==> src/rtl/core/skt_pkg.sv <==
// Package for the sorted key table: field widths, command codes and the
// cell operation struct. Used by the request and response interfaces, the controller and the cells.
`default_nettype none

package skt_pkg;

   localparam int KEY_BITS   = 32;
   localparam int CMD_BITS   = 2;
   localparam int POS_BITS   = 7;
   localparam int COUNT_BITS = 7;

   typedef enum logic [CMD_BITS-1:0] {
      CMD_FIND   = 2'd0,
      CMD_INSERT = 2'd1,
      CMD_REMOVE = 2'd2,
      CMD_SPARE  = 2'd3
   } command_type;

   typedef struct packed {
      logic compare;
      logic signed_keys;
      logic ins;
      logic rem;
   } cell_op_type;

endpackage

`default_nettype wire

==> src/rtl/core/skt_cell.sv <==
// One slot of the sorted key table: holds a key, compares it with the
// broadcast key and shifts with its neighbors. Depends on skt_pkg.
`default_nettype none

module skt_cell #(
   parameter int KEY_WIDTH = 32,
   parameter int CW        = 7,
   parameter int INDEX     = 0
) (
   input  wire logic                     clock,
   input  wire skt_pkg::cell_op_type     op,
   input  wire logic [KEY_WIDTH-1:0]     bcast_key,
   input  wire logic [CW-1:0]            count,
   input  wire logic                     at,
   input  wire logic                     pre,
   input  wire logic [KEY_WIDTH-1:0]     left_key,
   input  wire logic [KEY_WIDTH-1:0]     right_key,
   output logic      [KEY_WIDTH-1:0]     key_out,
   output logic                          sel_out,
   output logic                          eq_out
);

   logic [KEY_WIDTH-1:0] key_ff, key_in;
   logic                 sel_ff, sel_in;
   logic                 eq_ff, eq_in;
   logic [KEY_WIDTH-1:0] flip;

   always_comb begin
      flip   = {op.signed_keys, {(KEY_WIDTH-1){1'b0}}};
      sel_in = sel_ff;
      eq_in  = eq_ff;
      key_in = key_ff;
      if (op.compare) begin
         sel_in = ((key_ff ^ flip) >= (bcast_key ^ flip)) && (CW'(INDEX) < count);
         eq_in  = (key_ff == bcast_key);
      end
      if (op.ins) begin
         if (at) begin
            key_in = bcast_key;
         end else if (pre) begin
            key_in = left_key;
         end
      end else if (op.rem) begin
         if (at || pre) begin
            key_in = right_key;
         end
      end
   end

   always_ff @(posedge clock) begin
      key_ff <= key_in;
      sel_ff <= sel_in;
      eq_ff  <= eq_in;
   end

   assign key_out = key_ff;
   assign sel_out = sel_ff;
   assign eq_out  = eq_ff;

endmodule

`default_nettype wire

==> config.mk <==
export PLATFORM = sky130hd
export DESIGN_NAME = skt_cell
export DESIGN_NICKNAME = d
export VERILOG_FILES = /design/src/rtl/core/skt_pkg.sv /design/src/rtl/core/skt_cell.sv
export SDC_FILE = /design/constraint.sdc
export NUM_CORES = 1
export LEC_CHECK = 0
export ABC_AREA = 1
export BUFFER_PORTS_ARGS = -buffer_cell sky130_fd_sc_hd__buf_2
export CORE_ASPECT_RATIO = 0.9
export CORE_MARGIN = 1.5
export CORE_UTILIZATION = 35
export DETAILED_ROUTE_END_ITERATION = 8
export MAX_ROUTING_LAYER = met4
export PLACE_DENSITY = 0.69
export SLEW_MARGIN = 30
export SYNTH_ARGS = -nofsm -noshare
export SYNTH_HDL_FRONTEND = slang
export SYNTH_SLANG_ARGS = --single-unit
==> constraint.sdc <==
create_clock -name clock -period 2.3 [get_ports clock]
set_input_delay 0.345 -clock clock [delete_from_list [all_inputs] [get_ports clock]]
set_output_delay 0.345 -clock clock [all_outputs]
set_load 0.01 [all_outputs]
==> out/summary.md <==
The flow ran to the end, and the final reports show no timing, DRC or antenna violations. Cells with a size suffix above 1 make up 33.3% of the layout. The run gives 0 as the number of diodes added for antenna fixing.

The hold violation total from the final report is 0, and the final wirelength is 7580 um. The final-report max-slew violation count was 0. No sink is reached through more buffers than the 2 on the longest clock path. After filler insertion, the fill cell instance count of the layout stands at 751.

Horizontal die dimension: 94.7 um. In this run the standard cell core region covers 7180 um^2. In this run, the number of DRC markers left after iteration 0 of detailed routing was 63. The most critical setup path has its startpoint at key_out[23]. The number of antenna violations at the first check in global routing was 0.

The H-tree was split into 2 levels. STA puts the critical path data arrival time at 1800 ps. The die area is 8090 um^2.

The first detailed-routing pass ran for 4 iterations. Leaving out fill and tap cells, the most frequent cell in the layout is sky130_fd_sc_hd__buf_2. The quantity of I/O buffers inserted on ports came out at 143. At the end of routability-driven placement, the weighted congestion stood at 0.814.

The logs give 62.0% for the worst relative slew slack and 6.04 ps for the setup skew after layout. Post-CTS repair changed the size of 0 cells. Of the available clock period, the critical path in the final layout requires 72.4%. Buffers added to address setup during post-CTS repair amount to 0. For this run, design rule violations remaining after detail routing come to 0.

The ratio of routed vias to standard cells came out at 4.72. The number of nets in the synthesized netlist is 491. Once routing completed, OpenROAD measured the worst setup slack at 635 ps. The logs give 0 for the total setup violations reported at the end of the flow and 0 for the total of warnings raised by yosys. Latest clock arrival within the worst-skew pair: 280 ps. The tree is rooted in a sky130_fd_sc_hd__clkbuf_8. Hold repair after CTS inserted 0 buffers. For the clock buffer count from CTS, the log shows 5. The critical path class was reg2reg.

For this run, the register share of the synthesized area comes to 38.6%. The first global-routing pass estimated 12200 um of wire. Data on the critical path is required at its endpoint by 2430 ps. The count of distinct cell types in the synthesized netlist is 22, and the post-synthesis instance area is 2650 um^2. The final layout contains 635 nets. The average instance in the mapped netlist occupies 7.56 um^2. The run gives 0 as the post-detailed-route count of antenna-violating nets.

After technology mapping, the gate count stands at 350. The leakage power figure is 1.88 nW, and the aggregate global-route resource usage is 19.5%. Number of violations of the max-capacitance limit: 0.

The startpoint identified for the worst hold timing path is op[3]. Entering global routing, the biggest net connects 33 pins. The tightest min-delay check is of the in2reg type.

Detailed placement finished with a half-perimeter wire length of 6000 um. The area added between synthesis and finish is 34.4%, and the critical-path maximum fanout is 3. Row generation in the floorplan step produced 29 rows. In the final routed layout, each cell accounts on average for 12.9 um. For the final-layout setup total negative slack, the log shows 0 ps. The via count of the first global-routing pass is 2774, and the via count is 2773. The clock input transition at the sequential cells of the worst setup and hold paths works out to 70 ps. Timing would allow up to 600 MHz.

Counting every sink on the clock net gives 34. Counting I/O delays and the setup requirement, the final critical path takes 1670 ps. The post-synthesis sequential element count works out to 34. The type of element launching the critical path was a flop. STA classifies the critical path endpoint as a flop. The tools report the maximum resistive drop on vdd as 0.235 mV. The power per cell area is 519 nW/um^2.

Leaving out fill and tap cells, the most frequent cells in the layout are 143 x sky130_fd_sc_hd__buf_2, 84 x sky130_fd_sc_hd__nand2_1, 46 x sky130_fd_sc_hd__inv_1. At the pin with the least slew margin, the transition time is 569 ps. TritonCTS built the clock tree. The worst register-to-register path begins at key_out[23]. The total global routing overflow was 0; the worst slack after detailed placement was 479 ps. Setup repair after global routing left no endpoint under its margin. During I/O placement, the number of pins put on the boundary was 144. The initial cell density of the core was 36.8%. The die extent in y works out to 85.5 um.
cells in the mapped netlist:
| cell | number | area [um^2] |
|---|---|---|
| sky130_fd_sc_hd__inv_2 | 1 | 3.75 |
| sky130_fd_sc_hd__edfxtp_1 | 34 | 1020 |
| sky130_fd_sc_hd__nor2_1 | 45 | 169 |
| sky130_fd_sc_hd__nand3_2 | 1 | 10.0 |
| sky130_fd_sc_hd__nand2_2 | 2 | 12.5 |
| sky130_fd_sc_hd__nand3_1 | 5 | 25.0 |
| sky130_fd_sc_hd__ha_1 | 31 | 388 |
| sky130_fd_sc_hd__o22a_1 | 1 | 8.76 |
| sky130_fd_sc_hd__nand3_4 | 1 | 17.5 |
| sky130_fd_sc_hd__a21o_1 | 2 | 15.0 |
| sky130_fd_sc_hd__nor3_1 | 1 | 5.00 |
| sky130_fd_sc_hd__inv_1 | 46 | 173 |
| sky130_fd_sc_hd__o21ai_1 | 28 | 140 |
| sky130_fd_sc_hd__o21ai_0 | 38 | 190 |
| sky130_fd_sc_hd__nand2_1 | 84 | 315 |
| sky130_fd_sc_hd__clkbuf_1 | 10 | 37.5 |
| sky130_fd_sc_hd__nand4_1 | 1 | 6.26 |
| sky130_fd_sc_hd__nor2_2 | 4 | 25.0 |
| sky130_fd_sc_hd__nor4_1 | 2 | 12.5 |
| sky130_fd_sc_hd__a21oi_1 | 10 | 50.1 |
| sky130_fd_sc_hd__nor2_4 | 1 | 11.3 |
| sky130_fd_sc_hd__buf_2 | 2 | 10.0 |
cell families (layout without fill, tap and decap cells):
group,Yosys count,after routing,synth area share (%)
simple gates,147,147,23.0
compound gates,79,79,15.3
buf+inv,59,204,8.46
fa+ha+maj,31,31,14.7
flops,34,34,38.6
where the power goes:
group	leakage, nW	total [mW]	internal (mW)	switching, mW
clock network	0.0426	0.432	0.208	0.224
logic	1.50	0.593	0.257	0.336
registers	0.337	0.821	0.778	0.0425
total	1.88	1.85	1.24	0.602
area by class of cell:
cell class	instances	area (um^2)	share of cell area [%]
flip-flops and latches	34	1020	28.7
clock inverters	2	8.76	0.246
inverters	47	176	4.96
multi-input cells	257	1400	39.4
clock buffers	6	72.6	2.04
repair buffers	149	761	21.4
well taps	93	116	3.27
final timing paths:
kind | end | slack (ps) | cells past startpoint
min reg2reg | eq_out | 920 | 4
min | sel_out | 290 | 1
max | sel_out | 630 | 7
max reg2reg | sel_out | 630 | 7
registers in the layout, summed over array words and instances, names as in the netlist:
register,cells
eq_out,1
key_out,32
sel_out,1
critical path, stage by stage (launching register included):
cell                       delay, ps
sky130_fd_sc_hd__edfxtp_1        410
sky130_fd_sc_hd__ha_1            310
sky130_fd_sc_hd__nand2_1          80
sky130_fd_sc_hd__nor2_2          140
sky130_fd_sc_hd__nand4_1         160
sky130_fd_sc_hd__nor3_1          160
sky130_fd_sc_hd__nand2_1          90
sky130_fd_sc_hd__a21oi_1         160
per-stage QoR:
step	std cells	instance area (um^2)	hold WS, ps	util, %	power (mW)
floorplan	350	2650	457	-	1.17
global placement	580	3480	562	48.4	1.41
detailed placement	580	3480	575	48.4	1.43
CTS	588	3560	277	49.5	1.87
finish	588	3560	286	49.5	1.85
global route	588	3560	280	49.5	1.99
layer usage:
layer | track usage [%] | vias up | wire, um
met5 | - | - | 0
met4 | 4.48 | 0 | 81
met3 | 2.84 | 6 | 354
met2 | 34.1 | 81 | 3810
met1 | 23.7 | 1247 | 3330
li1 | - | 1439 | -
(Power assumes the default switching activity.)
