--- src/rtl/core/skt_pkg.sv ---
// Package for the sorted key table: field widths, command codes and the
// cell operation struct. Used by the request and response interfaces, the controller and the cells.
`default_nettype none

package skt_pkg;

   localparam int KEY_BITS   = 32;
   localparam int CMD_BITS   = 2;
   localparam int POS_BITS   = 7;
   localparam int COUNT_BITS = 7;

   typedef enum logic [CMD_BITS-1:0] {
      CMD_FIND   = 2'd0,
      CMD_INSERT = 2'd1,
      CMD_REMOVE = 2'd2,
      CMD_SPARE  = 2'd3
   } command_type;

   typedef struct packed {
      logic compare;
      logic signed_keys;
      logic ins;
      logic rem;
   } cell_op_type;

endpackage

`default_nettype wire

--- src/rtl/core/skt_req_if.sv ---
// Request channel of the sorted key table: command and key with valid/ready.
// Depends on skt_pkg for field widths.
`default_nettype none

interface skt_req_if;
   logic                          valid;
   logic                          ready;
   logic [skt_pkg::CMD_BITS-1:0]  command;
   logic [skt_pkg::KEY_BITS-1:0]  key;

   modport source (output valid, output command, output key, input ready);
   modport sink   (input valid, input command, input key, output ready);
endinterface

`default_nettype wire

--- src/rtl/core/skt_rsp_if.sv ---
// Response channel of the sorted key table: position, flags and count.
// Depends on skt_pkg for field widths.
`default_nettype none

interface skt_rsp_if;
   logic                            valid;
   logic                            ready;
   logic [skt_pkg::POS_BITS-1:0]    position;
   logic                            found;
   logic                            full_error;
   logic [skt_pkg::COUNT_BITS-1:0]  entry_count;

   modport source (output valid, output position, output found, output full_error,
                   output entry_count, input ready);
   modport sink   (input valid, input position, input found, input full_error,
                   input entry_count, output ready);
endinterface

`default_nettype wire

--- src/rtl/core/skt_csr_if.sv ---
// Configuration write channel of the sorted key table: the signed_keys bit.
// No dependencies.
`default_nettype none

interface skt_csr_if;
   logic valid;
   logic ready;
   logic signed_keys;

   modport source (output valid, output signed_keys, input ready);
   modport sink   (input valid, input signed_keys, output ready);
endinterface

`default_nettype wire

--- src/rtl/core/skt_ctrl.sv ---
// Sequencer of the sorted key table: takes requests and configuration,
// resolves the lower-bound slot from the cell flags, drives the cell row
// and holds the response register. Depends on skt_pkg and the channel interfaces.
`default_nettype none

module skt_ctrl #(
   parameter int CAPACITY  = 64,
   parameter int KEY_WIDTH = 32,
   parameter int CW        = 7
) (
   input  wire logic                  clock,
   input  wire logic                  reset,
   skt_req_if.sink                    req,
   skt_rsp_if.source                  rsp,
   skt_csr_if.sink                    csr,
   input  wire logic [CAPACITY-1:0]   sel_vec,
   input  wire logic [CAPACITY-1:0]   eq_vec,
   output skt_pkg::cell_op_type       op,
   output logic      [KEY_WIDTH-1:0]  bcast_key,
   output logic      [CW-1:0]         count,
   output logic      [CAPACITY-1:0]   at_vec,
   output logic      [CAPACITY-1:0]   pre_vec
);

   typedef enum logic [1:0] {
      ST_IDLE,
      ST_COMPARE,
      ST_RESOLVE,
      ST_APPLY
   } state_type;

   state_type                         state_ff, state_in;
   logic [skt_pkg::CMD_BITS-1:0]      cmd_ff, cmd_in;
   logic [KEY_WIDTH-1:0]              key_ff, key_in;
   logic [CW-1:0]                     count_ff, count_in;
   logic                              signed_ff, signed_in;
   logic [CAPACITY-1:0]               at_ff, at_in;
   logic [CAPACITY-1:0]               pre_ff;
   logic [CW-1:0]                     pos_ff, pos_in;
   logic                              found_ff, found_in;
   logic                              rsp_valid_ff, rsp_valid_in;
   logic [skt_pkg::POS_BITS-1:0]      rsp_pos_ff, rsp_pos_in;
   logic                              rsp_found_ff, rsp_found_in;
   logic                              rsp_full_ff, rsp_full_in;
   logic [skt_pkg::COUNT_BITS-1:0]    rsp_count_ff, rsp_count_in;

   logic [KEY_WIDTH+skt_pkg::KEY_BITS-1:0] key_ext;
   logic [CAPACITY-1:0]               pre_comb;
   logic                              any_sel;
   logic [CW-1:0]                     pos_enc;
   logic                              advance;
   logic                              full;
   logic [CW-1:0]                     report;
   logic [CW+skt_pkg::POS_BITS-1:0]   report_ext;
   logic [CW+skt_pkg::COUNT_BITS-1:0] count_ext;

   assign key_ext = {{KEY_WIDTH{1'b0}}, req.key};
   assign any_sel = |sel_vec;

   assign pre_comb[0] = 1'b0;
   for (genvar i = 1; i < CAPACITY; i++) begin : g_pre
      assign pre_comb[i] = |sel_vec[i-1:0];
   end

   for (genvar i = 0; i < CAPACITY; i++) begin : g_at
      assign at_in[i] = !pre_comb[i] && (sel_vec[i] || (!any_sel && (count_ff == CW'(i))));
   end

   always_comb begin
      pos_enc = '0;
      for (int i = 0; i < CAPACITY; i++) begin
         pos_enc = pos_enc | (at_in[i] ? CW'(i) : CW'(0));
      end
   end

   assign advance = (state_ff == ST_APPLY) && (!rsp_valid_ff || rsp.ready);
   assign full    = (count_ff == CW'(CAPACITY));

   always_comb begin
      state_in     = state_ff;
      cmd_in       = cmd_ff;
      key_in       = key_ff;
      count_in     = count_ff;
      signed_in    = signed_ff;
      pos_in       = pos_ff;
      found_in     = found_ff;
      rsp_valid_in = rsp_valid_ff && !rsp.ready;
      rsp_pos_in   = rsp_pos_ff;
      rsp_found_in = rsp_found_ff;
      rsp_full_in  = rsp_full_ff;
      rsp_count_in = rsp_count_ff;
      report       = pos_ff;
      report_ext   = '0;
      count_ext    = '0;
      op           = '0;
      op.signed_keys = signed_ff;

      if (csr.valid) begin
         signed_in = csr.signed_keys;
      end

      case (state_ff)
         ST_IDLE: begin
            if (req.valid) begin
               cmd_in   = req.command;
               key_in   = key_ext[KEY_WIDTH-1:0];
               state_in = ST_COMPARE;
            end
         end
         ST_COMPARE: begin
            op.compare = 1'b1;
            state_in   = ST_RESOLVE;
         end
         ST_RESOLVE: begin
            pos_in   = any_sel ? pos_enc : count_ff;
            found_in = |(sel_vec & eq_vec & ~pre_comb);
            state_in = ST_APPLY;
         end
         ST_APPLY: begin
            if (advance) begin
               report = pos_ff;
               case (cmd_ff)
                  skt_pkg::CMD_INSERT: begin
                     if (!full) begin
                        op.ins   = 1'b1;
                        count_in = count_ff + CW'(1);
                     end
                  end
                  skt_pkg::CMD_REMOVE: begin
                     if (found_ff) begin
                        op.rem   = 1'b1;
                        count_in = count_ff - CW'(1);
                     end else begin
                        report = count_ff;
                     end
                  end
                  default: begin
                  end
               endcase
               report_ext   = {{skt_pkg::POS_BITS{1'b0}}, report};
               count_ext    = {{skt_pkg::COUNT_BITS{1'b0}}, count_in};
               rsp_valid_in = 1'b1;
               rsp_pos_in   = report_ext[skt_pkg::POS_BITS-1:0];
               rsp_found_in = found_ff;
               rsp_full_in  = (cmd_ff == skt_pkg::CMD_INSERT) && full;
               rsp_count_in = count_ext[skt_pkg::COUNT_BITS-1:0];
               state_in     = ST_IDLE;
            end
         end
         default: begin
            state_in = ST_IDLE;
         end
      endcase
   end

   always_ff @(posedge clock) begin
      if (reset) begin
         state_ff     <= ST_IDLE;
         count_ff     <= '0;
         signed_ff    <= 1'b0;
         rsp_valid_ff <= 1'b0;
      end else begin
         state_ff     <= state_in;
         count_ff     <= count_in;
         signed_ff    <= signed_in;
         rsp_valid_ff <= rsp_valid_in;
      end
      cmd_ff       <= cmd_in;
      key_ff       <= key_in;
      pos_ff       <= pos_in;
      found_ff     <= found_in;
      if (state_ff == ST_RESOLVE) begin
         at_ff  <= at_in;
         pre_ff <= pre_comb;
      end
      rsp_pos_ff   <= rsp_pos_in;
      rsp_found_ff <= rsp_found_in;
      rsp_full_ff  <= rsp_full_in;
      rsp_count_ff <= rsp_count_in;
   end

   assign req.ready       = (state_ff == ST_IDLE);
   assign csr.ready       = 1'b1;
   assign rsp.valid       = rsp_valid_ff;
   assign rsp.position    = rsp_pos_ff;
   assign rsp.found       = rsp_found_ff;
   assign rsp.full_error  = rsp_full_ff;
   assign rsp.entry_count = rsp_count_ff;
   assign bcast_key       = key_ff;
   assign count           = count_ff;
   assign at_vec          = at_ff;
   assign pre_vec         = pre_ff;

endmodule

`default_nettype wire

--- src/flat_wrapper.sv ---
// flat-port wrapper written by rule: the top's interface ports become plain ports
module skt_ctrl_flat 
#(
   parameter int CAPACITY  = 64,
   parameter int KEY_WIDTH = 32,
   parameter int CW        = 7
)
  (clock, reset, sel_vec, eq_vec, op, bcast_key, count, at_vec, pre_vec, req_valid, req_command, req_key, req_ready, rsp_valid, rsp_position, rsp_found, rsp_full_error, rsp_entry_count, rsp_ready, csr_valid, csr_signed_keys, csr_ready);
  skt_req_if req_i ();
  skt_rsp_if rsp_i ();
  skt_csr_if csr_i ();
  input  wire logic clock;
  input  wire logic reset;
  input  wire logic [CAPACITY-1:0] sel_vec;
  input  wire logic [CAPACITY-1:0] eq_vec;
  output skt_pkg::cell_op_type op;
  output logic      [KEY_WIDTH-1:0] bcast_key;
  output logic      [CW-1:0] count;
  output logic      [CAPACITY-1:0] at_vec;
  output logic      [CAPACITY-1:0] pre_vec;
  input wire logic [$bits(req_i.valid)-1:0] req_valid;
  input wire logic [$bits(req_i.command)-1:0] req_command;
  input wire logic [$bits(req_i.key)-1:0] req_key;
  output wire logic [$bits(req_i.ready)-1:0] req_ready;
  output wire logic [$bits(rsp_i.valid)-1:0] rsp_valid;
  output wire logic [$bits(rsp_i.position)-1:0] rsp_position;
  output wire logic [$bits(rsp_i.found)-1:0] rsp_found;
  output wire logic [$bits(rsp_i.full_error)-1:0] rsp_full_error;
  output wire logic [$bits(rsp_i.entry_count)-1:0] rsp_entry_count;
  input wire logic [$bits(rsp_i.ready)-1:0] rsp_ready;
  input wire logic [$bits(csr_i.valid)-1:0] csr_valid;
  input wire logic [$bits(csr_i.signed_keys)-1:0] csr_signed_keys;
  output wire logic [$bits(csr_i.ready)-1:0] csr_ready;
  assign req_i.valid = req_valid;
  assign req_i.command = req_command;
  assign req_i.key = req_key;
  assign req_ready = req_i.ready;
  assign rsp_valid = rsp_i.valid;
  assign rsp_position = rsp_i.position;
  assign rsp_found = rsp_i.found;
  assign rsp_full_error = rsp_i.full_error;
  assign rsp_entry_count = rsp_i.entry_count;
  assign rsp_i.ready = rsp_ready;
  assign csr_i.valid = csr_valid;
  assign csr_i.signed_keys = csr_signed_keys;
  assign csr_ready = csr_i.ready;
  skt_ctrl #(.CAPACITY(CAPACITY), .KEY_WIDTH(KEY_WIDTH), .CW(CW)) u_core (.clock(clock), .reset(reset), .req(req_i), .rsp(rsp_i), .csr(csr_i), .sel_vec(sel_vec), .eq_vec(eq_vec), .op(op), .bcast_key(bcast_key), .count(count), .at_vec(at_vec), .pre_vec(pre_vec));
endmodule
--- config.mk ---
export PLATFORM = sky130hd
export DESIGN_NAME = skt_ctrl_flat
export DESIGN_NICKNAME = d
export VERILOG_FILES = /design/src/rtl/core/skt_pkg.sv /design/src/rtl/core/skt_req_if.sv /design/src/rtl/core/skt_rsp_if.sv /design/src/rtl/core/skt_csr_if.sv /design/src/rtl/core/skt_ctrl.sv /design/src/flat_wrapper.sv
export SDC_FILE = /design/constraint.sdc
export NUM_CORES = 1
export LEC_CHECK = 0
export ABC_AREA = 1
export BUFFER_PORTS_ARGS = -buffer_cell sky130_fd_sc_hd__clkbuf_2
export CAP_MARGIN = 20
export CORE_MARGIN = 4
export CORE_UTILIZATION = 40
export DETAILED_ROUTE_END_ITERATION = 8
export GPL_TIMING_DRIVEN = 0
export HOLD_SLACK_MARGIN = 0.06
export PLACE_DENSITY = 0.66
export SYNTH_ARGS = -nofsm -noshare
export SYNTH_HDL_FRONTEND = slang
export SYNTH_SLANG_ARGS = --single-unit
--- constraint.sdc ---
create_clock -name clock -period 4.62 [get_ports clock]
set_input_delay 0 -clock clock [delete_from_list [all_inputs] [get_ports clock]]
set_output_delay 0 -clock clock [all_outputs]
set_load 0.02 [all_outputs]
==> metrics <==
Cell Rows=58; fill count=2275; synth top area cells=edfxtp_1, nand2_1, inv_1; Syn Nets=1406; ant diodes=0; Final Hold Viols=0; CP endpoint kind=register; chip width=168 µm; number of global-route vias before repair=10.0k; Max clock buf depth=2; GPL Wtd Cong=0.886; vias per cell=4.95; Avg WL per Cell=17.7 µm; largest net degree at the start of global routing=65; total CTS buffers=17; I/O Pins=358; core area=25300 µm²; register area share after synthesis=56.2%; Yosys cell types=34; post-DP HPWL=27400 µm; Iter 0 DRT Violations=976; Final Cell Area=14300 µm²; CP Cell Sequence=dlygate4sd3_1 > clkbuf_2 > nor2_1 > nand3_1 > nor2_1 > nand2_1 > nor2_8 > inv_4 > buf_6 > nor2_1 > nand3_1 > nand4_1 > dlygate4sd3_1 > nor3_1 > nand3_1 > dlygate4sd3_1; DRT Pass-1 Iters=5; Final Non-Filler Cells=2061; status=completed; Worst Skew=0.0142 ns; fmax=0.301 GHz; Slowest cell on crit path=dlygate4sd3_1; pins over their slew limit=0; Die ar.=28300 µm²; Tcrit/Tclk final=71.9%; die height=168 µm; Post-synth EDFFs=185; most frequent cells in the layout=clkbuf_2, nand2_1, inv_1; detailed-route via count=10.2k; ys flop type=edfxtp_1; register area=5780 µm²; htree depth=4; Inst Count DP=1914; min Tclk post-route=3.32 ns; setup violators final=0; worst slew pin tran=0.792 ns; total wire length=36400 µm; Residual DRC=0; ys async rst share=0%; total grt overflow=0; Mean Syn Cell Area=8.38 µm²; Clk Latency, worst-skew pair=0.44 ns; GRT Util Overall=24.9%; initial antenna violation count=0; maximum VDD drop=205 µV; multi-input logic area=3490 µm²; Synthesis Warnings=0; critical path peak fanout=10; setup TNS=0 ns; Worst Path Required=4.81 ns; pwr/cell area=387 nW/µm²; type of origin of the critical path=input pin; top cell type's share of synthesized area=54.0%; LEAKAGE=7.05 nW; Rel. slew slack=47.2%; arrival time worst endpoint=3.51 ns; Area Growth Syn to Fin=39.6%; CP Buf/Inv Count=6; area leader, netlist=edfxtp_1; Crit path max-delay family=buffers and inverters; Max Cap Viol=0; Synth Register Bits=196; Layout Utilization=56.8%; DRT antenna net count=0; Nets=1897; placed cell areas=12500 µm²; clock sink total=196; share of layout cells above drive strength 1=25.4%; CTS clk-pin slew, worst paths=0.09 ns; TritonCTS clock tree=done; Mapped Cells=1227; I/O Buffers=354; Setup CP Type=input pin to register; Min-Delay Path Class=input pin to register; Final Total Pwr=0.00556 W; first-pass GRT wire length=54800 µm; unrepaired setup endpoints after global routing=false; clk root buf=clkbuf_16; most common cell after layout, fill and taps aside=clkbuf_2; Initial Util=40.7%; Cell Area, Synth=10300 µm²; Worst path max stage delay=0.57 ns
final timing paths:
kind                    startpoint                endpoint  slack (ns)  cells after the start
setup / recovery       sel_vec[17]         u_core.found_ff        1.30                     16
hold / removal         req_key[12]    u_core.bcast_key[12]        0.26                      2
setup reg to reg   u_core.count[2]        u_core.pos_ff[3]        1.84                     14
hold reg to reg   u_core.pos_ff[0]  u_core.rsp.position[0]        0.54                      2
state kept, by name (all words and copies together), names as in the netlist, 2 cells and up:
| register | count |
|---|---|
| u_core.cmd_ff | 2 |
| u_core.rsp.position | 7 |
| u_core.pos_ff | 7 |
| u_core.bcast_key | 32 |
| u_core.at_vec | 64 |
| u_core.rsp.entry_count | 7 |
| u_core.count | 7 |
| u_core.pre_vec | 63 |
| u_core.state_ff | 2 |
stage by stage:
stage | worst slack (ns) | hold slack (ns)
2_1_floorplan | 0.521 | 0.0937
3_3_place_gp | -0.986 | 0.177
3_5_place_dp | 1.92 | 0.179
4_1_cts | 1.28 | 0.248
5_1_grt | 1.04 | 0.253
6_report | 1.30 | 0.259
final cells by class:
class | count | area share, %
Buffer | 31 | 1.29
Clock buffer | 17 | 2.97
Clock inverter | 15 | 1.55
Inverter | 225 | 5.90
Multi-Input combinational cell | 775 | 24.3
Sequential cell | 196 | 40.3
Tap cell | 330 | 2.88
Timing Repair Buffer | 472 | 20.9
routing by layer:
metal / routed length [µm] / GRT usage (%)
met3: 2920 / 5.31
met2: 17900 / 42.9
met5: 0 / 0
met4: 767 / 7.30
met1: 14800 / 31.7
repair_timing:
action	in CTS	in global routing
endpoints found under the hold margin	151	0
gates resized for setup	0	0
hold buffers	115	0
buffers inserted	0	0
power breakdown:
group          switching [W]  internal (W)  total, W  leakage (nW)
clock               0.000798      0.000804   0.00160         0.312
sequential         0.0000978       0.00234   0.00244          1.63
combinational        0.00107      0.000444   0.00151          5.11
Yosys cell counts (4+ instances only):
cell / instances
ha_1: 11
o21ai_0: 30
dfxtp_1: 11
nand2_1: 304
nand4_1: 14
edfxtp_1: 185
inv_2: 4
buf_4: 8
clkbuf_1: 7
nor2_4: 4
nor2_1: 198
nor2_2: 8
inv_1: 220
nand3_1: 153
a21oi_1: 17
nor3_1: 10
buf_2: 13
logic make-up (layout without fill, tap and decap cells):
group | Yosys count | in the layout | share of synthesized area [%]
other | 2 | 2 | 0.0730
buffers and inverters | 256 | 760 | 10.0
AND/OR/NAND/NOR | 701 | 701 | 29.1
XOR/XNOR | 1 | 1 | 0.0852
adder cells (fa/ha/maj) | 11 | 11 | 1.34
flip-flops | 196 | 196 | 56.2
AO/OA/AOI/OAI | 60 | 60 | 3.23
(Power assumes the default switching activity.)
